===== config.mk =====
export PLATFORM = sky130hd
export DESIGN_NAME = hns_ctrl
export DESIGN_NICKNAME = d
export VERILOG_FILES = /design/src/hw/rtl/hns_pkg.sv /design/src/hw/rtl/hns_ctrl.sv
export SDC_FILE = /design/constraint.sdc
export NUM_CORES = 1
export LEC_CHECK = 0
export BUFFER_PORTS_ARGS = -buffer_cell sky130_fd_sc_hd__buf_2
export CAP_MARGIN = 40
export CORE_UTILIZATION = 32
export CTS_CLUSTER_SIZE = 8
export DETAILED_ROUTE_END_ITERATION = 12
export PLACE_DENSITY = 0.62
export RECOVER_POWER = 50
export SETUP_SLACK_MARGIN = 0.3
export SYNTH_ARGS = -nofsm -noshare
export SYNTH_HDL_FRONTEND = slang
export SYNTH_SLANG_ARGS = --single-unit

===== constraint.sdc =====
create_clock -name clk_i -period 3.3 [get_ports clk_i]
set_input_delay 0.99 -clock clk_i [delete_from_list [all_inputs] [get_ports clk_i]]
set_output_delay 0.99 -clock clk_i [all_outputs]
set_load 0.05 [all_outputs]

===== src/hw/rtl/hns_pkg.sv =====
// ----------------------------------------------------------------------------
// hns_pkg
// Shared constants and controller/datapath interface types of the height map
// normal stream.
// ----------------------------------------------------------------------------
package hns_pkg;

  localparam int MAX_WIDTH = 1024;
  localparam int COL_W     = $clog2(MAX_WIDTH);
  localparam int WIDTH_W   = COL_W + 1;
  localparam int ROW_W     = 16;
  localparam int HEIGHT_W  = 16;
  localparam int CFG_W     = 16;
  localparam int CFG_IDX_W = 2;
  localparam int Q14_W     = 15;
  localparam int NRM_W     = 16;

  localparam logic [Q14_W-1:0] Q14_ONE = 15'd16384;

  localparam int OUT_FIELDS_W = 2 * NRM_W + Q14_W + COL_W + ROW_W;
  localparam int OUT_TDATA_W  = ((OUT_FIELDS_W + 7) / 8) * 8;

  // Configuration register indexes
  localparam logic [CFG_IDX_W-1:0] CFG_GRID_WIDTH   = 2'd0;
  localparam logic [CFG_IDX_W-1:0] CFG_GRID_ROWS    = 2'd1;
  localparam logic [CFG_IDX_W-1:0] CFG_CELL_SPACING = 2'd2;
  localparam logic [CFG_IDX_W-1:0] CFG_HEIGHT_GAIN  = 2'd3;

  // Input command codes
  localparam logic CMD_SAMPLE = 1'b0;
  localparam logic CMD_FLUSH  = 1'b1;

  typedef struct packed {
    logic capture;
    logic rd0;
    logic rd1;
    logic rd2;
    logic commit;
    logic diff;
    logic mulg;
    logic muls;
    logic norm;
    logic square;
    logic sum;
    logic sqrt_step;
    logic div_load;
    logic div_step;
    logic out_load;
  } cmd_t;

  typedef struct packed {
    logic active;
    logic produce;
    logic norm_done;
    logic sqrt_last;
    logic div_last;
    logic comp_last;
    logic out_free;
  } status_t;

endpackage


===== src/hw/rtl/hns_ctrl.sv =====
// ----------------------------------------------------------------------------
// hns_ctrl
// Sequencer: steps one item through line store access, slope products,
// normalisation, square root and the three component divisions.
// ----------------------------------------------------------------------------
module hns_ctrl (
  input  logic            clk_i,
  input  logic            rst_ni,
  input  logic            in_valid_i,
  output logic            in_ready_o,
  input  hns_pkg::status_t st_i,
  output hns_pkg::cmd_t   cmd_o
);

  typedef enum logic [15:0] {
    S_IDLE   = 16'h0001,
    S_CHECK  = 16'h0002,
    S_RD0    = 16'h0004,
    S_RD1    = 16'h0008,
    S_RD2    = 16'h0010,
    S_COMMIT = 16'h0020,
    S_DIFF   = 16'h0040,
    S_MULG   = 16'h0080,
    S_MULS   = 16'h0100,
    S_NORM   = 16'h0200,
    S_SQUARE = 16'h0400,
    S_SUM    = 16'h0800,
    S_SQRT   = 16'h1000,
    S_DLOAD  = 16'h2000,
    S_DIV    = 16'h4000,
    S_OUTPUT = 16'h8000
  } state_e;

  state_e state_q, state_d;

  always_comb begin
    state_d    = state_q;
    cmd_o      = '0;
    in_ready_o = 1'b0;
    case (state_q)
      S_IDLE: begin
        in_ready_o = 1'b1;
        if (in_valid_i) begin
          cmd_o.capture = 1'b1;
          state_d       = S_CHECK;
        end
      end
      S_CHECK:  state_d = st_i.active ? S_RD0 : S_IDLE;
      S_RD0: begin
        cmd_o.rd0 = 1'b1;
        state_d   = S_RD1;
      end
      S_RD1: begin
        cmd_o.rd1 = 1'b1;
        state_d   = S_RD2;
      end
      S_RD2: begin
        cmd_o.rd2 = 1'b1;
        state_d   = S_COMMIT;
      end
      S_COMMIT: begin
        cmd_o.commit = 1'b1;
        state_d      = st_i.produce ? S_DIFF : S_IDLE;
      end
      S_DIFF: begin
        cmd_o.diff = 1'b1;
        state_d    = S_MULG;
      end
      S_MULG: begin
        cmd_o.mulg = 1'b1;
        state_d    = S_MULS;
      end
      S_MULS: begin
        cmd_o.muls = 1'b1;
        state_d    = S_NORM;
      end
      S_NORM: begin
        if (st_i.norm_done) begin
          state_d = S_SQUARE;
        end else begin
          cmd_o.norm = 1'b1;
        end
      end
      S_SQUARE: begin
        cmd_o.square = 1'b1;
        state_d      = S_SUM;
      end
      S_SUM: begin
        cmd_o.sum = 1'b1;
        state_d   = S_SQRT;
      end
      S_SQRT: begin
        cmd_o.sqrt_step = 1'b1;
        if (st_i.sqrt_last) begin
          state_d = S_DLOAD;
        end
      end
      S_DLOAD: begin
        cmd_o.div_load = 1'b1;
        state_d        = S_DIV;
      end
      S_DIV: begin
        cmd_o.div_step = 1'b1;
        if (st_i.div_last) begin
          state_d = st_i.comp_last ? S_OUTPUT : S_DLOAD;
        end
      end
      S_OUTPUT: begin
        if (st_i.out_free) begin
          cmd_o.out_load = 1'b1;
          state_d        = S_IDLE;
        end
      end
      default: state_d = S_IDLE;
    endcase
  end

  always_ff @(posedge clk_i or negedge rst_ni) begin
    if (!rst_ni) begin
      state_q <= S_IDLE;
    end else begin
      state_q <= state_d;
    end
  end

endmodule


### Word level (Yosys, flattened, before mapping)

Cells that the tools add are included.

| cells by class | value |
|---|---|
| eq/ne operators | 21 |
| mux-type cells | 28 |
| reductions and logical operators | 1 |

Operator list:

| operator | count |
|---|---|
| $pmux W16 S16 | 1 |
| $mux W16 | 6 |
| $mux W1 | 19 |
| $eq A16 B1 Y1 const B | 1 |
| $eq A16 B10 Y1 const B | 1 |
| $eq A16 B11 Y1 const B | 1 |
| $eq A16 B12 Y1 const B | 1 |
| $eq A16 B13 Y1 const B | 1 |
| $eq A16 B14 Y1 const B | 1 |
| $eq A16 B15 Y1 const B | 1 |
| $eq A16 B16 Y1 const B | 1 |
| $eq A16 B2 Y1 const B | 1 |
| $eq A16 B3 Y1 const B | 1 |
| $eq A16 B4 Y1 const B | 1 |
| $eq A16 B5 Y1 const B | 1 |
| $eq A16 B6 Y1 const B | 1 |
| $eq A16 B7 Y1 const B | 1 |
| $eq A16 B8 Y1 const B | 1 |
| $eq A16 B9 Y1 const B | 1 |
| $ne A2 B2 Y1 const B | 5 |
| $mux W7 | 1 |
| $reduce_and A5 Y1 | 1 |
| $mux W3 | 1 |

| word-level totals | value |
|---|---|
| register bits | 16 |
| word-level logic and storage cells | 51 |

### Longest topological paths before layout

Gate-level depths: netlist of the first run.

| depth | value |
|---|---|
| depth in word-level cells | 3 |
| depth in mapped cells | 6 |
| gate-level depth less buffers | 5 |

### Worst setup path after synthesis of the first run

OpenSTA, ideal clock, no wires.

| path | value |
|---|---|
| kind | reg2out |
| from | register state_q[14] |
| to | output cmd_o[13] (netlist name) |
| stages on the path, launching flop included | 5 |
| setup slack | -0.466 ns |
| path buffers | 1 |
| arrival | 2.776 ns |
| required time | 2.310 ns |
| cells stage by stage | dfrtp_1 buf_6 nor4_4 nand3_1 nor4b_1 |

RTL lines:

| element | RTL line | source |
|---|---|---|
| start, declared | hns_ctrl.sv:34 | `state_e state_q, state_d;` |
| start signal, assigned | hns_ctrl.sv:122 | `state_q <= state_d;` |
| end, declared | hns_ctrl.sv:12 | `output hns_pkg::cmd_t cmd_o` |

==> results of run 1 <==
-- routing by layer --
| layer | track usage (%) | share of wire, % | vias up |
|---|---|---|---|
| met5 | 0 | 0 | - |
| met3 | 3.11 | 3.9 | 4 |
| met1 | 22.1 | 48 | 511 |
| met2 | 24.8 | 47 | 21 |
| met4 | 7.62 | 1.7 | 0 |
| li1 | - | - | 520 |
-- cell usage after synthesis (2+ instances only) --
cell type,count
and2_1,3
dfrtp_1,15
nor4_4,4
nand2_1,5
nor2_1,10
nand4b_1,2
and2b_1,2
buf_6,3
o21bai_1,2
nor3_1,4
xor2_1,3
and4bb_2,4
clkbuf_2,2
nor4b_1,6
nor4_1,2
o32ai_1,2
a211oi_1,2
nor3b_1,5
inv_1,6
nand3_1,4
a21oi_1,3
o21ai_0,3
and3_1,2
nand4_1,3
-- placed cells by master (no fill, tap or decap), types with 2 or more instances in the layout --
cell	n
and2_1	3
nor4b_2	2
clkbuf_1	2
nand4b_1	2
nor3b_2	2
a21oi_1	3
xor2_1	3
a211oi_1	2
o21ai_0	3
and4bb_2	4
nand4_1	3
buf_4	18
nand2_1	5
nor4_4	4
nor3b_1	3
and2b_1	2
nor4b_1	5
nor3_1	4
and3_1	2
nand3_1	3
dfrtp_2	7
nor2_1	9
o32ai_1	2
buf_2	15
o21bai_1	2
dfrtp_1	8
clkbuf_4	8
inv_1	6
-- final cells by class --
cell class	count	share of cell area [%]
Multi-Input combinational cell	89	47.7
Sequential cell	16	27.0
Timing Repair Buffer	41	17.6
Tap cell	46	3.79
Clock buffer	4	2.39
Inverter	6	1.48
-- power by group through the flow --
| stage | sequential (W) | clock, W | combinational (W) |
|---|---|---|---|
| 4_1_cts | 0.000244 | 0.000140 | 0.000316 |
| 6_report | 0.000244 | 0.000138 | 0.000331 |
| 2_1_floorplan | 0.000242 | 0 | 0.000228 |
| 5_1_grt | 0.000248 | 0.000151 | 0.000358 |
| 3_5_place_dp | 0.000248 | 0 | 0.000283 |
| 3_3_place_gp | 0.000248 | 0 | 0.000278 |
-- worst register-to-register path, stage by stage, from the launching register on --
cell and delay, ps:
dfrtp_2 450, nor4_4 290, clkbuf_4 180, buf_4 100
nand4b_1 190, buf_4 200, a31oi_1 130, a211oi_1 70
o31a_1 290
-- cells by family (layout without fill, tap and decap cells) --
group / after synthesis / in the layout / synth area share (%)
xor+xnor: 4 / 4 / 3.04
simple gates: 67 / 67 / 45.3
compound gates: 18 / 18 / 11.1
buf+inv: 11 / 51 / 5.75
flops: 16 / 16 / 34.8
-- what timing repair did --
action | 4_1_cts | 5_1_grt
endpoints found under the setup margin | 14 | 13
endpoints found under the hold margin | 0 | 0
setup buffers | 9 | 7
pin swaps | 4 | 1
resized for setup | 6 | 18
-- final timing paths --
| kind | cells past startpoint | slack [ps] | endpoint |
|---|---|---|---|
| setup / recovery | 5 | 310 | cmd_o[6] |
| hold / removal | 1 | 540 | state_q[10] |
| setup reg to reg | 8 | 1350 | state_q[0] |
| hold reg to reg | 1 | 540 | state_q[10] |
| max in group asynchronous | 1 | 1900 | state_q[7] |
| min in group asynchronous | 1 | 790 | state_q[14] |
-- metrics by stage --
stage | cells | hold WS [ps] | worst slack (ps) | cell area [um^2] | power [W]
after detailed placement | 182 | 589 | 312 | 1320 | 0.000532
after floorplan | 116 | 540 | 193 | 1180 | 0.000470
after global routing | 202 | 580 | 165 | 1520 | 0.000756
final | 202 | 542 | 315 | 1520 | 0.000713
after global placement | 182 | 594 | 389 | 1320 | 0.000527
after CTS | 195 | 560 | 320 | 1450 | 0.000701
==> flow_results.xml, run 1 <==
<?xml version="1.0" encoding="UTF-8"?>
<metrics>
  <group name="run_status">
    <metric name="outcome" unit="">finished, final reports clean</metric>
  </group>
  <group name="critical_path">
    <metric name="worst-path-max-fanout" unit="">5</metric>
    <metric name="r2r-start" unit="">state_q[15]</metric>
    <metric name="critical_path_arrival" unit="ps">2000</metric>
    <metric name="crit_path_start" unit="">state_q[15]</metric>
    <metric name="crit_buf_inv" unit="">2</metric>
    <metric name="endpoint_kind" unit="">output pin</metric>
    <metric name="cpMaxStageDelayCell" unit="">dfrtp_2</metric>
    <metric name="path_class" unit="">flip-flop to output pin</metric>
    <metric name="worstPathCellList" unit="">nor4_4 -&gt; clkbuf_1 -&gt; nand4_2 -&gt; and2b_2 -&gt; buf_2</metric>
    <metric name="worstPathRequired" unit="ps">2310</metric>
    <metric name="cpPeakStageDelay" unit="ps">450</metric>
    <metric name="timing.critical_path.from_type" unit="">flip-flop</metric>
    <metric name="critPathTopFamily" unit="">simple AND/OR/NAND/NOR gates</metric>
  </group>
  <group name="timing">
    <metric name="setup-tns-final" unit="ps">0</metric>
    <metric name="timing.slew.headroom" unit="%">39.5</metric>
    <metric name="fin_skew" unit="ps">2.16</metric>
    <metric name="achievable_frequency" unit="MHz">335</metric>
    <metric name="slew_viol_final" unit="">0</metric>
    <metric name="tightest_slew" unit="ps">908</metric>
    <metric name="setup-violations-final" unit="">0</metric>
    <metric name="timing_hold_violations_final" unit="">0</metric>
    <metric name="setup_repair_after_global_routing_missed_its_margin" unit="">true</metric>
    <metric name="min_period" unit="ps">2990</metric>
    <metric name="final_period_util" unit="%">90.5</metric>
  </group>
  <group name="clock_network">
    <metric name="cts-hold-fix-buffers" unit="">0</metric>
    <metric name="tritoncts_clock_tree" unit="">done</metric>
    <metric name="clkSlewWorstSetupHoldPaths" unit="ps">100</metric>
    <metric name="clock_sink_count" unit="">16</metric>
    <metric name="cts-root-buf" unit="">clkbuf_4</metric>
    <metric name="cts_buffer_depth" unit="">2</metric>
    <metric name="numCtsBuffers" unit="">3</metric>
    <metric name="clk_latency" unit="ps">290</metric>
    <metric name="cts.htree.levels" unit="">1</metric>
  </group>
  <group name="synth">
    <metric name="post_synthesis_instance_area" unit="mm^2">0.00115</metric>
    <metric name="synthFlopType" unit="">dfrtp_1</metric>
    <metric name="synth_top_area_share" unit="%">32.5</metric>
    <metric name="asyncSetResetFlopFracSynth" unit="%">100</metric>
    <metric name="post_synth_inst_count" unit="">116</metric>
    <metric name="ys_ff_latch" unit="">16</metric>
    <metric name="netlist.top_cell.by_area" unit="">dfrtp_1</metric>
    <metric name="synth.lib_cells_used.distinct" unit="">43</metric>
    <metric name="ys.warnings.count" unit="">0</metric>
    <metric name="synth_enable_flop_cells" unit="">0</metric>
    <metric name="nets_in_the_synthesized_netlist" unit="">126</metric>
    <metric name="syn_area_per_cell" unit="um^2">9.94</metric>
    <metric name="synth_seq_area_share" unit="%">34.8</metric>
    <metric name="synth_top_cells_by_area" unit="">dfrtp_1 33%, nor4_4 7.4%, nor4b_1 4.6%</metric>
  </group>
  <group name="routing">
    <metric name="route.final.wire_length" unit="um">2760</metric>
    <metric name="average_wire_per_standard_cell" unit="um">13.7</metric>
    <metric name="detail_route.first_pass.iterations" unit="">4</metric>
    <metric name="detail_route.iter0.violations" unit="">60</metric>
    <metric name="remaining_drc_errors" unit="">0</metric>
    <metric name="route.antenna.remaining_nets" unit="">0</metric>
    <metric name="viasPerCell" unit="">5.23</metric>
    <metric name="vias_after_detailed_routing" unit="">1056</metric>
  </group>
  <group name="floorplanning">
    <metric name="placeableCoreArea" unit="mm^2">0.00339</metric>
    <metric name="rows" unit="">21</metric>
    <metric name="die_x" unit="um">62.0</metric>
    <metric name="floorplan.initialDensity" unit="%">34.0</metric>
    <metric name="io_pins" unit="">26</metric>
    <metric name="design.die.area" unit="mm^2">0.00385</metric>
    <metric name="die_h" unit="um">62.0</metric>
  </group>
  <group name="power">
    <metric name="total_leakage_power" unit="nW">0.699</metric>
    <metric name="ir_worst_vdd" unit="mV">0.178</metric>
    <metric name="share_seq_of_total_power" unit="%">34.3</metric>
    <metric name="share_comb_of_total_power" unit="%">46.4</metric>
    <metric name="switching_share" unit="%">39.9</metric>
    <metric name="total_switching_power" unit="W">0.000285</metric>
    <metric name="powerDensity" unit="mW/mm^2">470</metric>
    <metric name="p_int" unit="W">0.000428</metric>
    <metric name="power_frac_clock" unit="%">19.3</metric>
  </group>
  <group name="layout">
    <metric name="finalNetCount" unit="">167</metric>
    <metric name="largest-register" unit="">state_q</metric>
    <metric name="syn_to_final_growth" unit="%">31.6</metric>
    <metric name="biggestRegsByFlops" unit="">state_q: 16 flops</metric>
    <metric name="antennaDiodeCount" unit="">0</metric>
    <metric name="utilization" unit="%">44.8</metric>
    <metric name="layout_cell_share_with_drive_strength_beyond_1" unit="%">48.1</metric>
    <metric name="multi_input_comb_area" unit="um^2">724</metric>
    <metric name="fillers" unit="">347</metric>
    <metric name="layout.area.seq" unit="um^2">410</metric>
    <metric name="largest_reg_flops" unit="">16</metric>
  </group>
  <group name="grt">
    <metric name="grt_max_degree" unit="">17</metric>
    <metric name="grt-ovfl-total" unit="">0</metric>
    <metric name="via_count_of_the_first_global_routing_pass" unit="">959</metric>
    <metric name="wire_length_of_the_first_global_routing_pass" unit="um">4490</metric>
    <metric name="grt_antenna_before_repair" unit="">0</metric>
    <metric name="global_route.usage.total" unit="%">16.2</metric>
  </group>
  <group name="hold_path">
    <metric name="worstHoldStart" unit="">state_q[8]</metric>
    <metric name="worstHoldPathType" unit="">flip-flop to flip-flop</metric>
  </group>
  <group name="run">
    <metric name="timing.max_cap.violations" unit="">0</metric>
  </group>
  <group name="placement">
    <metric name="hpwl_dp" unit="um">1960</metric>
    <metric name="io_buffers" unit="">25</metric>
    <metric name="place.gp.congestion" unit="">0.812</metric>
  </group>
</metrics>
(Power assumes the default switching activity.)
==> inputs of run 2 (changes only) <==
- CORE_UTILIZATION: 32 -> 57
- PLACE_DENSITY: 0.62 -> 0.93
==> flow_results.xml, run 2 (synthesis results as in run 1) <==
<?xml version="1.0" encoding="UTF-8"?>
<metrics>
  <group name="power">
    <metric name="power.total" unit="W">0.000686</metric>
    <metric name="ir_worst_vdd" unit="mV">0.502</metric>
    <metric name="total_leakage_power" unit="nW">0.691</metric>
    <metric name="powerDensity" unit="mW/mm^2">464</metric>
  </group>
  <group name="layout">
    <metric name="finalNetCount" unit="">166</metric>
    <metric name="antennaDiodeCount" unit="">0</metric>
    <metric name="largest_reg_flops" unit="">16</metric>
    <metric name="finished_cell_area" unit="mm^2">0.00148</metric>
    <metric name="largest-register" unit="">state_q</metric>
    <metric name="fillers" unit="">114</metric>
    <metric name="layout_cell_share_with_drive_strength_beyond_1" unit="%">45.8</metric>
    <metric name="layout_commonest_cell" unit="">buf_4</metric>
    <metric name="post_route_insts_no_fill" unit="">180</metric>
    <metric name="biggestRegsByFlops" unit="">state_q: 16 flops</metric>
    <metric name="layout_common_cells" unit="">17 x buf_4, 14 x buf_2, 9 x nor2_1</metric>
    <metric name="syn_to_final_growth" unit="%">28.2</metric>
  </group>
  <group name="hold_path">
    <metric name="holdPathEnd" unit="">state_q[14]</metric>
    <metric name="worstHoldStart" unit="">state_q[12]</metric>
    <metric name="min_delay_path_depth" unit="">1</metric>
    <metric name="worstHoldPathType" unit="">flip-flop to flip-flop</metric>
  </group>
  <group name="critical_path">
    <metric name="timing.critical_path.from_type" unit="">flip-flop</metric>
    <metric name="cpMaxStageDelayCell" unit="">dfrtp_2</metric>
    <metric name="cell_type_with_the_highest_occurrence_count_on_the_critical_path" unit="">and3_1</metric>
    <metric name="critical_path_arrival" unit="ps">2110</metric>
    <metric name="worstPathCellList" unit="">nor4_4 -&gt; clkbuf_1 -&gt; and3_1 -&gt; and3_1 -&gt; buf_2</metric>
    <metric name="worstPathRequired" unit="ps">2310</metric>
    <metric name="path_class" unit="">flip-flop to output pin</metric>
    <metric name="worst-path-max-fanout" unit="">5</metric>
    <metric name="worst-r2r-cell-count" unit="">7</metric>
    <metric name="endpoint_kind" unit="">output pin</metric>
    <metric name="cpPeakStageDelay" unit="ps">470</metric>
    <metric name="rr_endpoint" unit="">state_q[0]</metric>
    <metric name="r2r-start" unit="">state_q[13]</metric>
    <metric name="setup.reg_to_reg.worst_slack" unit="ps">1250</metric>
  </group>
  <group name="clock_network">
    <metric name="clkSlewWorstSetupHoldPaths" unit="ps">110</metric>
    <metric name="cts-hold-fix-buffers" unit="">0</metric>
    <metric name="cts.htree.levels" unit="">1</metric>
    <metric name="clk_latency" unit="ps">300</metric>
    <metric name="tritoncts_clock_tree" unit="">done</metric>
    <metric name="cts_buffer_depth" unit="">2</metric>
    <metric name="clock_sink_count" unit="">16</metric>
    <metric name="cts-root-buf" unit="">clkbuf_4</metric>
    <metric name="numCtsBuffers" unit="">3</metric>
  </group>
  <group name="timing">
    <metric name="holdWs" unit="ps">543</metric>
    <metric name="timing_hold_violations_final" unit="">0</metric>
    <metric name="setup_repair_after_global_routing_missed_its_margin" unit="">true</metric>
    <metric name="setup-tns-final" unit="ps">0</metric>
    <metric name="fin_skew" unit="ps">11.5</metric>
    <metric name="tightest_slew" unit="ps">882</metric>
    <metric name="achievable_frequency" unit="MHz">323</metric>
    <metric name="timing.slew.headroom" unit="%">41.2</metric>
    <metric name="slew_viol_final" unit="">0</metric>
    <metric name="final_period_util" unit="%">93.8</metric>
    <metric name="min_period" unit="ps">3100</metric>
    <metric name="setup-violations-final" unit="">0</metric>
  </group>
  <group name="routing">
    <metric name="met1Wirelength" unit="um">1320</metric>
    <metric name="average_wire_per_standard_cell" unit="um">19.4</metric>
    <metric name="viasPerCell" unit="">6.88</metric>
    <metric name="top_signal_layer_used" unit="">met4</metric>
    <metric name="route.final.wire_length" unit="um">3490</metric>
    <metric name="vias_after_detailed_routing" unit="">1238</metric>
    <metric name="remaining_drc_errors" unit="">0</metric>
    <metric name="wl_met3" unit="um">270</metric>
    <metric name="detail_route.iter0.violations" unit="">86</metric>
    <metric name="route.antenna.remaining_nets" unit="">0</metric>
    <metric name="detail_route.first_pass.iterations" unit="">4</metric>
    <metric name="met2_length" unit="um">1750</metric>
  </group>
  <group name="floorplanning">
    <metric name="die_h" unit="um">47.0</metric>
    <metric name="rows" unit="">15</metric>
    <metric name="io_pins" unit="">26</metric>
    <metric name="placeableCoreArea" unit="mm^2">0.00180</metric>
    <metric name="design.die.area" unit="mm^2">0.00221</metric>
    <metric name="die_x" unit="um">47.0</metric>
    <metric name="floorplan.initialDensity" unit="%">64.0</metric>
  </group>
  <group name="placement">
    <metric name="place.gp.congestion" unit="">0.811</metric>
    <metric name="hpwl_dp" unit="um">2080</metric>
    <metric name="dp_cells" unit="">161</metric>
    <metric name="detailed_place.area" unit="mm^2">0.00130</metric>
    <metric name="io_buffers" unit="">25</metric>
  </group>
  <group name="run">
    <metric name="timing.max_cap.violations" unit="">0</metric>
  </group>
  <group name="grt">
    <metric name="wire_length_of_the_first_global_routing_pass" unit="um">4670</metric>
    <metric name="grt-ovfl-total" unit="">0</metric>
    <metric name="grt_max_degree" unit="">17</metric>
    <metric name="via_count_of_the_first_global_routing_pass" unit="">1053</metric>
    <metric name="global_route.usage.total" unit="%">29.9</metric>
    <metric name="grt_antenna_before_repair" unit="">0</metric>
  </group>
  <group name="run_status">
    <metric name="outcome" unit="">finished, final reports clean</metric>
  </group>
</metrics>
run 2: worst max path at each step:
stage / start / to
2_1_floorplan: state_q[14] / cmd_o[13]
5_1_grt: state_q[9] / cmd_o[0]
3_3_place_gp: state_q[13] / cmd_o[13]
3_5_place_dp: state_q[13] / cmd_o[13]
6_report: state_q[9] / cmd_o[0]
4_1_cts: state_q[7] / cmd_o[13]
run 2: cell type report:
class | count | area, um^2 | area share (%)
clock buffers | 4 | 26.3 | 1.78
flip-flops and latches | 16 | 410 | 27.7
repair buffers | 40 | 269 | 18.2
inverters | 6 | 22.5 | 1.52
multi-input cells | 89 | 719 | 48.6
well taps | 25 | 31.3 | 2.12
run 2: metal layers:
metal	up-vias	GRT usage (%)
li1	523	-
met1	593	36.3
met2	98	55.8
met3	24	2.31
met4	0	9.14
met5	-	0
run 2: through the flow:
stage	worst slack (ps)	utilization, %
after detailed placement	324	71.9
after floorplan	193	-
after CTS	316	77.6
after global routing	139	82.1
after global placement	451	71.9
final	205	82.1
run 2: repair_timing:
| action | in CTS | in global routing |
|---|---|---|
| pin swaps | 4 | 5 |
| hold endpoints to repair | 0 | 0 |
| buffers inserted | 8 | 7 |
| setup endpoints to repair | 15 | 14 |
| resized for setup | 6 | 21 |
run 2: power by group:
group / leakage, nW / switching (W) / internal [W]
Combinational: 0.469 / 0.000202 / 0.000124
Sequential: 0.207 / 0.0000326 / 0.000215
Clock: 0.0150 / 0.0000662 / 0.0000470
run 2: critical path, delay by kind of cell (launching register included):
kind,cells,cell delay (ps)
simple gates,3,820
buf+inv,2,510
flops,1,470
